### src/aba_pkg.sv
`timescale 1ns / 1ps

package aba_pkg;

    localparam int WORD_BYTES = 8;
    localparam int LOOKBACK   = 8;
    localparam int MAX_BLOCKS = 64;

    localparam int WB_LOG = $clog2(WORD_BYTES);
    localparam int REQ_W  = 20;
    localparam int SZ_W   = 21;
    localparam int BID_W  = 6;
    localparam int CNT_W  = $clog2(MAX_BLOCKS);
    localparam int USED_W = 32;
    localparam int BS_W   = 14;
    localparam int IDX_W  = (LOOKBACK > 1) ? $clog2(LOOKBACK) : 1;
    localparam int GUARD_MIN = 4;

    localparam int ADDR_W = 4;
    localparam int DATA_W = 32;
    localparam int REG_IDX_W = 2;

    localparam logic [REG_IDX_W-1:0] REG_POOL_KIND    = 2'd0;
    localparam logic [REG_IDX_W-1:0] REG_GUARD_ON     = 2'd1;
    localparam logic [REG_IDX_W-1:0] REG_SIZE_WORD_ON = 2'd2;

    localparam logic [1:0] KIND_512  = 2'd0;
    localparam logic [1:0] KIND_4096 = 2'd1;
    localparam logic [1:0] KIND_8192 = 2'd2;

    localparam logic [BS_W-1:0] BS_512  = BS_W'(512);
    localparam logic [BS_W-1:0] BS_4096 = BS_W'(4096);
    localparam logic [BS_W-1:0] BS_8192 = BS_W'(8192);

    typedef struct packed {
        logic             valid;
        logic [BID_W-1:0] blk;
        logic [SZ_W-1:0]  cap;
        logic [SZ_W-1:0]  free;
    } cell_t;

    typedef struct packed {
        logic            restart;
        logic            shift;
        logic [SZ_W-1:0] restart_size;
        logic [SZ_W-1:0] foot;
    } cell_ctl_t;

    typedef struct packed {
        logic [SZ_W-1:0] foot;
        logic            head_on;
    } foot_t;

    localparam cell_t HEAD_RESET = '{valid: 1'b1, blk: '0,
                                     cap: SZ_W'(BS_512), free: SZ_W'(BS_512)};

    function automatic logic [BS_W-1:0] kind_size(input logic [1:0] k);
        logic [BS_W-1:0] s;
        case (k)
            KIND_4096: s = BS_4096;
            KIND_8192: s = BS_8192;
            default:   s = BS_512;
        endcase
        return s;
    endfunction

endpackage

### src/arena_bump_allocator_lookback.sv
// an accepted word is held in the input stage, then its result in the output register
// throughput: one word per cycle while the output is taken; set by the combinational
// compare and priority pick across the look-back cell chain
// reset: asynchronous, active low; cell 0 holds a 512-byte block, totals at zero
// a write of pool_kind restarts the arena with the new block size
`timescale 1ns / 1ps

module arena_bump_allocator_lookback
    import aba_pkg::*;
(
    input  logic              clk,
    input  logic              rst_n,
    input  logic              psel,
    input  logic              penable,
    input  logic              pwrite,
    input  logic [ADDR_W-1:0] paddr,
    input  logic [DATA_W-1:0] pwdata,
    output logic [DATA_W-1:0] prdata,
    output logic              pready,
    input  logic              in_valid,
    output logic              in_stall,
    input  logic [REQ_W-1:0]  request_bytes,
    output logic              out_valid,
    input  logic              out_stall,
    output logic              ok,
    output logic [BID_W-1:0]  block_id,
    output logic [SZ_W-1:0]   data_offset,
    output logic              opened_block,
    output logic [USED_W-1:0] used_total
);

    localparam logic [SZ_W-1:0] WB = SZ_W'(WORD_BYTES);

    logic [1:0]        pool_kind_reg;
    logic              guard_on_reg;
    logic              size_word_on_reg;
    logic [BS_W-1:0]   bs_reg;
    logic [BS_W-1:0]   bs_next;
    logic [CNT_W-1:0]  opened_reg;
    logic [CNT_W-1:0]  opened_next;
    logic [USED_W-1:0] used_reg;
    logic [USED_W-1:0] used_next;

    logic              a_valid_reg;
    logic              a_valid_next;
    foot_t             a_foot_reg;
    foot_t             foot_in;

    logic              out_valid_reg;
    logic              out_valid_next;
    logic              ok_reg;
    logic [BID_W-1:0]  block_id_reg;
    logic [SZ_W-1:0]   data_offset_reg;
    logic              opened_blk_reg;
    logic [USED_W-1:0] used_total_reg;

    logic              cfg_wr;
    logic [REG_IDX_W-1:0] cfg_idx;
    logic              restart;
    logic              accept;
    logic              a_fire;

    cell_ctl_t         ctl;
    cell_t             cells [LOOKBACK];
    cell_t             new_cell;
    logic [LOOKBACK-1:0] fit;
    logic [LOOKBACK-1:0] hit_oh;
    logic [IDX_W-1:0]  hit_idx;
    logic              hit_any;
    logic              found;
    cell_t             hit_cell;

    logic [SZ_W-1:0]   head;
    logic [BS_W-1:0]   bs_up;
    logic              exhaust;
    logic [SZ_W-1:0]   bs_mask;
    logic [SZ_W-1:0]   bsize;
    logic [USED_W:0]   used_sum;
    logic [USED_W-1:0] used_sat;
    logic              miss;
    logic              placed;

    // configuration port
    assign pready  = 1'b1;
    assign cfg_idx = paddr[ADDR_W-1:2];
    assign cfg_wr  = psel && penable && pwrite && pready;
    assign restart = cfg_wr && (cfg_idx == REG_POOL_KIND);

    always_comb
    begin
        case (cfg_idx)
            REG_POOL_KIND:    prdata = DATA_W'(pool_kind_reg);
            REG_GUARD_ON:     prdata = DATA_W'(guard_on_reg);
            REG_SIZE_WORD_ON: prdata = DATA_W'(size_word_on_reg);
            default:          prdata = '0;
        endcase
    end

    aba_foot u_foot (
        .request_bytes (request_bytes),
        .guard_on      (guard_on_reg),
        .size_word_on  (size_word_on_reg),
        .foot          (foot_in)
    );

    assign in_stall = a_valid_reg && !a_fire;
    assign accept   = in_valid && !in_stall;
    assign a_fire   = a_valid_reg && (!out_valid_reg || !out_stall);

    // newest-first pick over the chain
    always_comb
    begin
        found   = 1'b0;
        hit_oh  = '0;
        hit_idx = '0;
        for (int i = 0; i < LOOKBACK; i++)
        begin
            if (fit[i] && !found)
            begin
                found     = 1'b1;
                hit_oh[i] = 1'b1;
                hit_idx   = IDX_W'(i);
            end
        end
        hit_any  = found;
        hit_cell = cells[hit_idx];
    end

    always_comb
    begin
        head = a_foot_reg.head_on ? WB : '0;
        miss = !hit_any;

        if ((int'(opened_reg) > 4) && (bs_reg < BS_4096))
            bs_up = BS_4096;
        else if ((int'(opened_reg) > 8) && (bs_reg < BS_8192))
            bs_up = BS_8192;
        else
            bs_up = bs_reg;

        exhaust = (int'(opened_reg) + 1) >= MAX_BLOCKS;
        placed  = !(miss && exhaust);

        bs_mask = SZ_W'(bs_up) - SZ_W'(1);
        bsize   = (a_foot_reg.foot + bs_mask) & ~bs_mask;

        new_cell.valid = 1'b1;
        new_cell.blk   = BID_W'(opened_reg + CNT_W'(1));
        new_cell.cap   = bsize;
        new_cell.free  = bsize - a_foot_reg.foot;

        used_sum = {1'b0, used_reg} + (USED_W + 1)'(a_foot_reg.foot);
        used_sat = used_sum[USED_W] ? '1 : used_sum[USED_W-1:0];

        ctl.restart      = restart;
        ctl.shift        = a_fire && miss && !exhaust;
        ctl.restart_size = SZ_W'(kind_size(pwdata[1:0]));
        ctl.foot         = a_foot_reg.foot;
    end

    genvar g;
    generate
        for (g = 0; g < LOOKBACK; g++)
        begin : g_cell
            aba_cell u_cell (
                .clk     (clk),
                .rst_n   (rst_n),
                .is_head (g == 0),
                .ctl     (ctl),
                .consume (a_fire && hit_oh[g]),
                .up      ((g == 0) ? new_cell : cells[(g == 0) ? 0 : g - 1]),
                .cur     (cells[g]),
                .fit     (fit[g])
            );
        end
    endgenerate

    always_comb
    begin
        bs_next     = bs_reg;
        opened_next = opened_reg;
        used_next   = used_reg;
        if (restart)
        begin
            bs_next     = kind_size(pwdata[1:0]);
            opened_next = '0;
            used_next   = '0;
        end
        else if (a_fire)
        begin
            if (miss)
                bs_next = bs_up;
            if (ctl.shift)
                opened_next = opened_reg + CNT_W'(1);
            if (placed)
                used_next = used_sat;
        end

        a_valid_next = a_valid_reg;
        if (accept)
            a_valid_next = 1'b1;
        else if (a_fire)
            a_valid_next = 1'b0;

        out_valid_next = out_valid_reg;
        if (a_fire)
            out_valid_next = 1'b1;
        else if (out_valid_reg && !out_stall)
            out_valid_next = 1'b0;
    end

    always_ff @(posedge clk or negedge rst_n)
    begin
        if (!rst_n)
        begin
            pool_kind_reg    <= KIND_512;
            guard_on_reg     <= 1'b0;
            size_word_on_reg <= 1'b0;
            bs_reg           <= BS_512;
            opened_reg       <= '0;
            used_reg         <= '0;
            a_valid_reg      <= 1'b0;
            out_valid_reg    <= 1'b0;
        end
        else
        begin
            if (cfg_wr)
            begin
                case (cfg_idx)
                    REG_POOL_KIND:    pool_kind_reg    <= pwdata[1:0];
                    REG_GUARD_ON:     guard_on_reg     <= pwdata[0];
                    REG_SIZE_WORD_ON: size_word_on_reg <= pwdata[0];
                    default:          ;
                endcase
            end
            bs_reg        <= bs_next;
            opened_reg    <= opened_next;
            used_reg      <= used_next;
            a_valid_reg   <= a_valid_next;
            out_valid_reg <= out_valid_next;
        end
    end

    // payload
    always_ff @(posedge clk)
    begin
        if (accept)
            a_foot_reg <= foot_in;
        if (a_fire)
        begin
            ok_reg          <= placed;
            opened_blk_reg  <= miss && placed;
            used_total_reg  <= placed ? used_sat : used_reg;
            if (!placed)
            begin
                block_id_reg    <= '0;
                data_offset_reg <= '0;
            end
            else if (miss)
            begin
                block_id_reg    <= new_cell.blk;
                data_offset_reg <= head;
            end
            else
            begin
                block_id_reg    <= hit_cell.blk;
                data_offset_reg <= hit_cell.cap - hit_cell.free + head;
            end
        end
    end

    assign out_valid    = out_valid_reg;
    assign ok           = ok_reg;
    assign block_id     = block_id_reg;
    assign data_offset  = data_offset_reg;
    assign opened_block = opened_blk_reg;
    assign used_total   = used_total_reg;

endmodule

### src/aba_foot.sv
`timescale 1ns / 1ps

module aba_foot
    import aba_pkg::*;
(
    input  logic [REQ_W-1:0] request_bytes,
    input  logic             guard_on,
    input  logic             size_word_on,
    output foot_t            foot
);

    localparam logic [SZ_W-1:0] WB     = SZ_W'(WORD_BYTES);
    localparam logic [SZ_W-1:0] WB_M1  = SZ_W'(WORD_BYTES - 1);
    localparam logic [SZ_W-1:0] GUARD  = SZ_W'(GUARD_MIN);

    logic [SZ_W-1:0] req_ext;
    logic [SZ_W-1:0] aligned;
    logic            slack;
    logic [SZ_W-1:0] guard_add;
    logic [SZ_W-1:0] head_add;

    always_comb
    begin
        req_ext   = SZ_W'(request_bytes);
        aligned   = (req_ext + WB_M1) & ~WB_M1;
        slack     = aligned > (req_ext + GUARD);
        guard_add = (guard_on && !slack) ? WB : '0;
        head_add  = size_word_on ? WB : '0;
        foot.foot    = aligned + guard_add + head_add;
        foot.head_on = size_word_on;
    end

endmodule

### src/aba_cell.sv
`timescale 1ns / 1ps

module aba_cell
    import aba_pkg::*;
(
    input  logic      clk,
    input  logic      rst_n,
    input  logic      is_head,
    input  cell_ctl_t ctl,
    input  logic      consume,
    input  cell_t     up,
    output cell_t     cur,
    output logic      fit
);

    cell_t cell_reg;
    cell_t cell_next;

    always_comb
    begin
        cell_next = cell_reg;
        if (ctl.restart)
        begin
            cell_next = '0;
            if (is_head)
            begin
                cell_next.valid = 1'b1;
                cell_next.cap   = ctl.restart_size;
                cell_next.free  = ctl.restart_size;
            end
        end
        else if (ctl.shift)
        begin
            cell_next = up;
        end
        else if (consume)
        begin
            cell_next.free = cell_reg.free - ctl.foot;
        end
    end

    always_ff @(posedge clk or negedge rst_n)
    begin
        if (!rst_n)
        begin
            cell_reg <= is_head ? HEAD_RESET : '0;
        end
        else
        begin
            cell_reg <= cell_next;
        end
    end

    assign cur = cell_reg;
    assign fit = cell_reg.valid && (cell_reg.free >= ctl.foot);

endmodule

### config.mk
export PLATFORM = sky130hd
export DESIGN_NAME = arena_bump_allocator_lookback
export DESIGN_NICKNAME = d
export VERILOG_FILES = /design/src/aba_pkg.sv /design/src/arena_bump_allocator_lookback.sv /design/src/aba_foot.sv /design/src/aba_cell.sv
export SDC_FILE = /design/constraint.sdc
export NUM_CORES = 2
export LEC_CHECK = 0
export ABC_AREA = 1
export BUFFER_PORTS_ARGS = -buffer_cell sky130_fd_sc_hd__buf_4
export CAP_MARGIN = 20
export CORE_AREA = 8 8 312 314
export DETAILED_ROUTE_END_ITERATION = 8
export DIE_AREA = 0 0 320 322
export PLACE_DENSITY = 0.59
export SYNTH_ARGS = -nofsm -noshare
export SYNTH_HDL_FRONTEND = slang
export SYNTH_SLANG_ARGS = --single-unit
### constraint.sdc
create_clock -name clk -period 6.3 [get_ports clk]
set_clock_uncertainty 0.1 [all_clocks]
set_input_delay 1.26 -clock clk [delete_from_list [all_inputs] [get_ports clk]]
set_output_delay 1.26 -clock clk [all_outputs]
set_load 0.02 [all_outputs]
* Word level (Yosys, flattened, before mapping)
Cells that the tools add are included.
Widths: inputs -> output; s select.
** Operators by class
- Add/sub/neg operators :: 20
- Order comparisons :: 15
- Eq/ne operators :: 5
- Muxes and demuxes :: 80
- Bitwise gates (word level) :: 3
- Reduce and logical (&&, ||, !) cells :: 71
** Operators with widths (number)
- $mux 49 :: 8
- $mux 21 :: 17
- $mux 28 :: 8
- $sub 21x21->21 :: 10
- $ge 21x21->1 :: 8
- $bmux 49 s3 :: 1
- $mux 32 :: 4
- $mux 48 :: 2
- $mux 14 :: 5
- $add 20x3->21 const B :: 2
- $add 21x21->21 :: 2
- $add 21x4->21 :: 2
- $logic_and 1x1->1 :: 37
- $add 32x21->33 :: 1
- $pmux 14 s2 :: 1
- $mux 6 :: 4
- $reduce_bool 3->1 :: 8
- $and 21x21->21 :: 1
- $gt 21x21->1 :: 1
- $not 21->21 :: 1
- $mux 1 :: 20
- $mux 3 :: 6
- $logic_not 1->1 :: 15
- $sub 14x1->15 const B :: 1
- 18 further kinds :: 29
** Word-level totals
- Bits in registers :: 533
- Bits of input ports :: 63
- Word-level logic and storage cells :: 241

* Depth between registers and ports, before layout
- Depth in word-level cells :: 31
- Gate-level depth with buffers :: 42
- Depth with buffers taken out :: 40

* Worst setup path after synthesis
No wires, ideal clock.
- Path type :: register to register
- Start point :: register a_foot_reg[4] (netlist bit)
- End point :: register data_offset_reg[20] (netlist: data_offset[20]), data pin
- Data arrival time :: 5.295 ns
- Required time :: 5.945 ns
- Path slack :: 0.650 ns
- Stages on the path, launching flop included :: 34
- Path through :: edfxtp_1 > inv_1 > ha_1 > nor2_1 > o21bai_1 > nand4_1 > nand3_1 > nand2_1 > inv_1 > nor3_2 > nand4_2 > nand2_2 > buf_2 > clkbuf_1 > a21oi_1 > a221oi_1 > a31oi_1 > ha_1 > ha_1 > a21o_1 > inv_1 > nor2_1 > nor2_1 > nand2_1 > a31oi_1 > o21ai_0 > a21oi_1 > o21ai_0 > a21oi_1 > o21bai_1 > xor2_1 > a21o_1 > a21oi_1 > nor2_1
** Between the ends
- Cells in the longest elaborated chain, start to end :: 31
- Elaborated cells between the ends (all ways) :: 54
- Classes of those cells :: add/sub (2); order compare (8); mux (19); bitwise (1); reduce/logical (24)
** Ends and longest elaborated chain
- from (decl) :: line arena_bump_allocator_lookback.sv:46 : foot_t a_foot_reg;
- from (signal assigned) :: line arena_bump_allocator_lookback.sv:248 : a_foot_reg <= foot_in;
- $ge 21x21->1 :: line aba_cell.sv:55 : assign fit = cell_reg.valid && (cell_reg.free >= ctl.foot);
- $logic_and 1x1->1 :: line aba_cell.sv:55
- $mux 1 :: line arena_bump_allocator_lookback.sv:118 : if (fit[i] && !found)
- $logic_not 1->1 :: line arena_bump_allocator_lookback.sv:118
- $logic_and 1x1->1 :: line arena_bump_allocator_lookback.sv:118
- $mux 1 :: line arena_bump_allocator_lookback.sv:118
- $logic_not 1->1 :: line arena_bump_allocator_lookback.sv:118
- $logic_and 1x1->1 :: line arena_bump_allocator_lookback.sv:118
- (+14 left out)
- $logic_and 1x1->1 :: line arena_bump_allocator_lookback.sv:118
- $mux 3 :: line arena_bump_allocator_lookback.sv:118
- $not 3->4 (implied by the code) :: line arena_bump_allocator_lookback.sv:126 : hit_cell = cells[hit_idx];
- $bmux 49 s3 :: line arena_bump_allocator_lookback.sv:126
- $mux 48 (implied by the code) (2 in series) :: line arena_bump_allocator_lookback.sv:126
- $sub 21x21->21 :: line arena_bump_allocator_lookback.sv:267 : data_offset_reg <= hit_cell.cap - hit_cell.free + head;
- $add 21x4->21 :: line arena_bump_allocator_lookback.sv:267
- $mux 21 :: line arena_bump_allocator_lookback.sv:259 : else if (miss)
- to (signal assigned) :: line arena_bump_allocator_lookback.sv:267
- to (decl) :: line arena_bump_allocator_lookback.sv:53 : logic [SZ_W-1:0] data_offset_reg;
Parallel ways exist; a longest one is shown, timed or not. The select of a mux whose other input is x is not followed.
A chain may end at the register's enable or synchronous reset.

* Final worst setup path
- Start point :: register a_foot_reg[5] (netlist bit)
- End point :: register data_offset_reg[20] (netlist: data_offset[20]), data pin
The elaborated chain is that of the path after synthesis.

==> flow_summary.ini <==
[die]
io-pin-count = 159
design.core.area_um2 = 92490
floorplan.die_area_um2 = 103000
die-height_um = 322
die_width_um = 320
floorplan.initialDensity_pct = 37.72
core.rowCount = 112

[worst_setup_path]
timing.critical_path.from_type = flop
setup.worst_path.end_class = flop
timing.critical_path.slowest_stage_cell = edfxtp_1
r2r_start = a_foot_reg[5]
critical_path_most_common_cell = buf_4
cpLargestDelayFamily = buffers and inverters
critical_path_buf_inv_count = 10
critical-path-max-stage-delay_ns = 0.43
reg2reg_setup_slack_ns = 0.23
arrival_ns = 6.37
worst_r2r_endpoint = data_offset[20]
crit_path_max_fanout = 6
path_class = reg2reg
r2r.worst_path.cells = 37
critical_path_required_ns = 6.60

[grt]
antenna_violations_before_repair = 1
grt_util_all_layers_pct = 20.98
gr-total-overflow = 0
first_global_vias = 31740
grt_pass1_wl_um = 174600
grt_start_max_net_pins = 142

[timing]
finalSetupViolCount = 0
max-slew-margin-rel_pct = 35.48
achievable-frequency_ghz = 0.1647
final_max_slew_viol_count = 0
worst_slew_pin_slew_ns = 0.9677
period_minus_slack_ns = 6.070
final.period_utilization_pct = 96.35
hold_violations = 0
finalSetupTns_ns = 0

[synth]
netlist_instances = 4595
ys.warnings.count = 0
synth_seq_cells = 486
synth_edf_count = 78
synth.lib_cells_used.distinct = 66
summed_instance_area_of_the_synthesized_netlist_um2 = 34880
postSynthAreaPerCell_um2 = 7.592
primary_ff_master_synth = dfrtp_1
synth.yosys.seq_area_share_pct = 35.99
async_flop_share_pct = 83.95

[finish]
drive_above_1_share_pct = 17.43
largest_reg_flops = 350
area_delta_synth_final_pct = 23.76
postLayoutCellArea_um2 = 43170
finalNetCount = 5405
fillCellCount = 9169
seqCellArea_um2 = 12560
antenna_cells = 0
layoutNonFillerInstCount = 6331
multi_input_area_um2 = 19470

[routing]
drt_first_iter_violations = 2681
remaining_number_of_nets_flagged_by_the_antenna_check_after_routing = 0
wire_per_inst_um = 17.68
vias = 33150
via_per_inst = 5.236
post_route_drc = 0
routed_wirelength_um = 111900
drt_pre_antenna_iters = 6

[flow_run]
number_of_max_capacitance_violations_reported = 0

[min_path]
timing.hold.worst_endpoint = g_cell[7].u_cell.cur[39]
worst_hold_path_type = reg2reg
hold_path.startpoint = g_cell[7].u_cell.cur[39]
whs_path_depth = 2

[clock_network]
cts-buffers-inserted = 56
clk_pin_slew_worst_paths_ns = 0.06
cts_htree_levels = 2
clockBufferDepth = 3
cts.sinks = 486
hold_buffers = 0
clk_root_buffer_cell = clkbuf_16
clock_insertion_delay_worst_skew_ns = 0.64
tritoncts = yes

[place]
port_buffers = 93
place.detailed.hpwl_um = 83240
placedCellCount = 6207
gp_routability_congestion = 0.9131
post_dp_cell_area_um2 = 40350

[status]
outcome = complete, no violations
[routing by layer]
layer	global-route usage (%)	wire length (um)
met3	2.411	5252
met2	34.75	51810
met4	5.792	2964
met5	0	20
met1	28.93	51860
[timing repair]
action | 4_1_cts | 5_1_grt
setup endpoints to repair | 1 | 3
resized for setup | 26 | 121
pin swaps | 5 | 47
buffers inserted | 1 | 16
cloned | 1 | 3
[synth_stat cells, drive strengths merged, types with 10 or more instances]
cell     count  area (um2)
nand2      802        3104
inv        658        2472
o21ai      525        2646
dfrtp      405       10130
a21oi      393        1971
nor2       262        1035
ha         249        3115
nand3      214        1081
o22ai      213        1389
buf        130       760.7
xor2       114       998.5
o211ai      96       725.7
clkbuf      88       330.3
edfxtp      78        2342
xnor2       75       656.9
nor3        49       260.3
a31oi       43       269.0
nand4       31       200.2
o21bai      21       157.7
or2         21       131.4
a21o        16       120.1
o21a        16       120.1
a221oi      13       113.9
o2111ai     10       87.58
[worst max path at each step]
stage / slack [ns] / start / depth (start not counted) / end
after floorplan: 0.65 / a_foot_reg[4] / 33 / data_offset[20]
after global placement: -0.24 / a_foot_reg[19] / 36 / data_offset[20]
after detailed placement: -0.24 / a_foot_reg[19] / 36 / data_offset[20]
after CTS: 0.001 / a_foot_reg[19] / 38 / data_offset[20]
after global routing: -0.04 / a_foot_reg[5] / 38 / data_offset[20]
final: 0.23 / a_foot_reg[5] / 37 / data_offset[20]
[tightest hold or removal path, stage by stage, from the launching register on]
cell	delay [ns]
dfrtp_1	0.34
nand2_1	0.05
o21ai_0	0.06
[placed cells by master (no fill, tap or decap), drive strengths merged, types with 31 or more instances in the layout]
cell / instances
edfxtp: 78
nor2: 262
o22ai: 213
o211ai: 96
a31oi: 43
xnor2: 75
inv: 658
o21ai: 525
clkbuf: 83
nor3: 49
ha: 249
dfrtp: 405
conb: 33
nand3: 214
buf: 620
xor2: 114
a21oi: 393
nand4: 31
nand2: 803
[kinds of logic (layout without fill, tap and decap cells)]
| kind of cell | count (synthesis) | in the layout | share of synthesized area [%] |
|---|---|---|---|
| and+or+nand+nor | 1408 | 1409 | 17.21 |
| AOI/OAI and AO/OA | 1373 | 1373 | 22.46 |
| buffers and inverters | 878 | 1385 | 10.24 |
| DFF | 486 | 486 | 35.99 |
| adders and majority gates | 253 | 253 | 9.160 |
| xor gates and xnor gates | 189 | 189 | 4.745 |
| muxes | 6 | 6 | 0.1722 |
| other | 2 | 33 | 0.02153 |
[cell type report]
cell class / count / area share [%]
multi-input combinational: 3263 / 45.09
sequential: 486 / 29.08
timing repair buffer: 622 / 12.02
inverter: 660 / 5.819
clock buffer: 81 / 3.791
tap: 1197 / 3.469
clock inverter: 22 / 0.7245
[per-stage QoR]
| stage | hold WS [ns] | worst slack [ns] | utilization, % |
|---|---|---|---|
| 2_1_floorplan | 0.3340 | 0.6502 | - |
| 3_3_place_gp | 0.3486 | -0.2371 | 43.63 |
| 3_5_place_dp | 0.3601 | -0.2441 | 43.63 |
| 4_1_cts | 0.3867 | 0.001393 | 45.91 |
| 5_1_grt | 0.4115 | -0.04028 | 46.68 |
| 6_report | 0.3857 | 0.2301 | 46.68 |
Power is left out: the tool's default activity adds up to more than one toggle a clock period on the data nets, which glitch-free logic cannot reach.
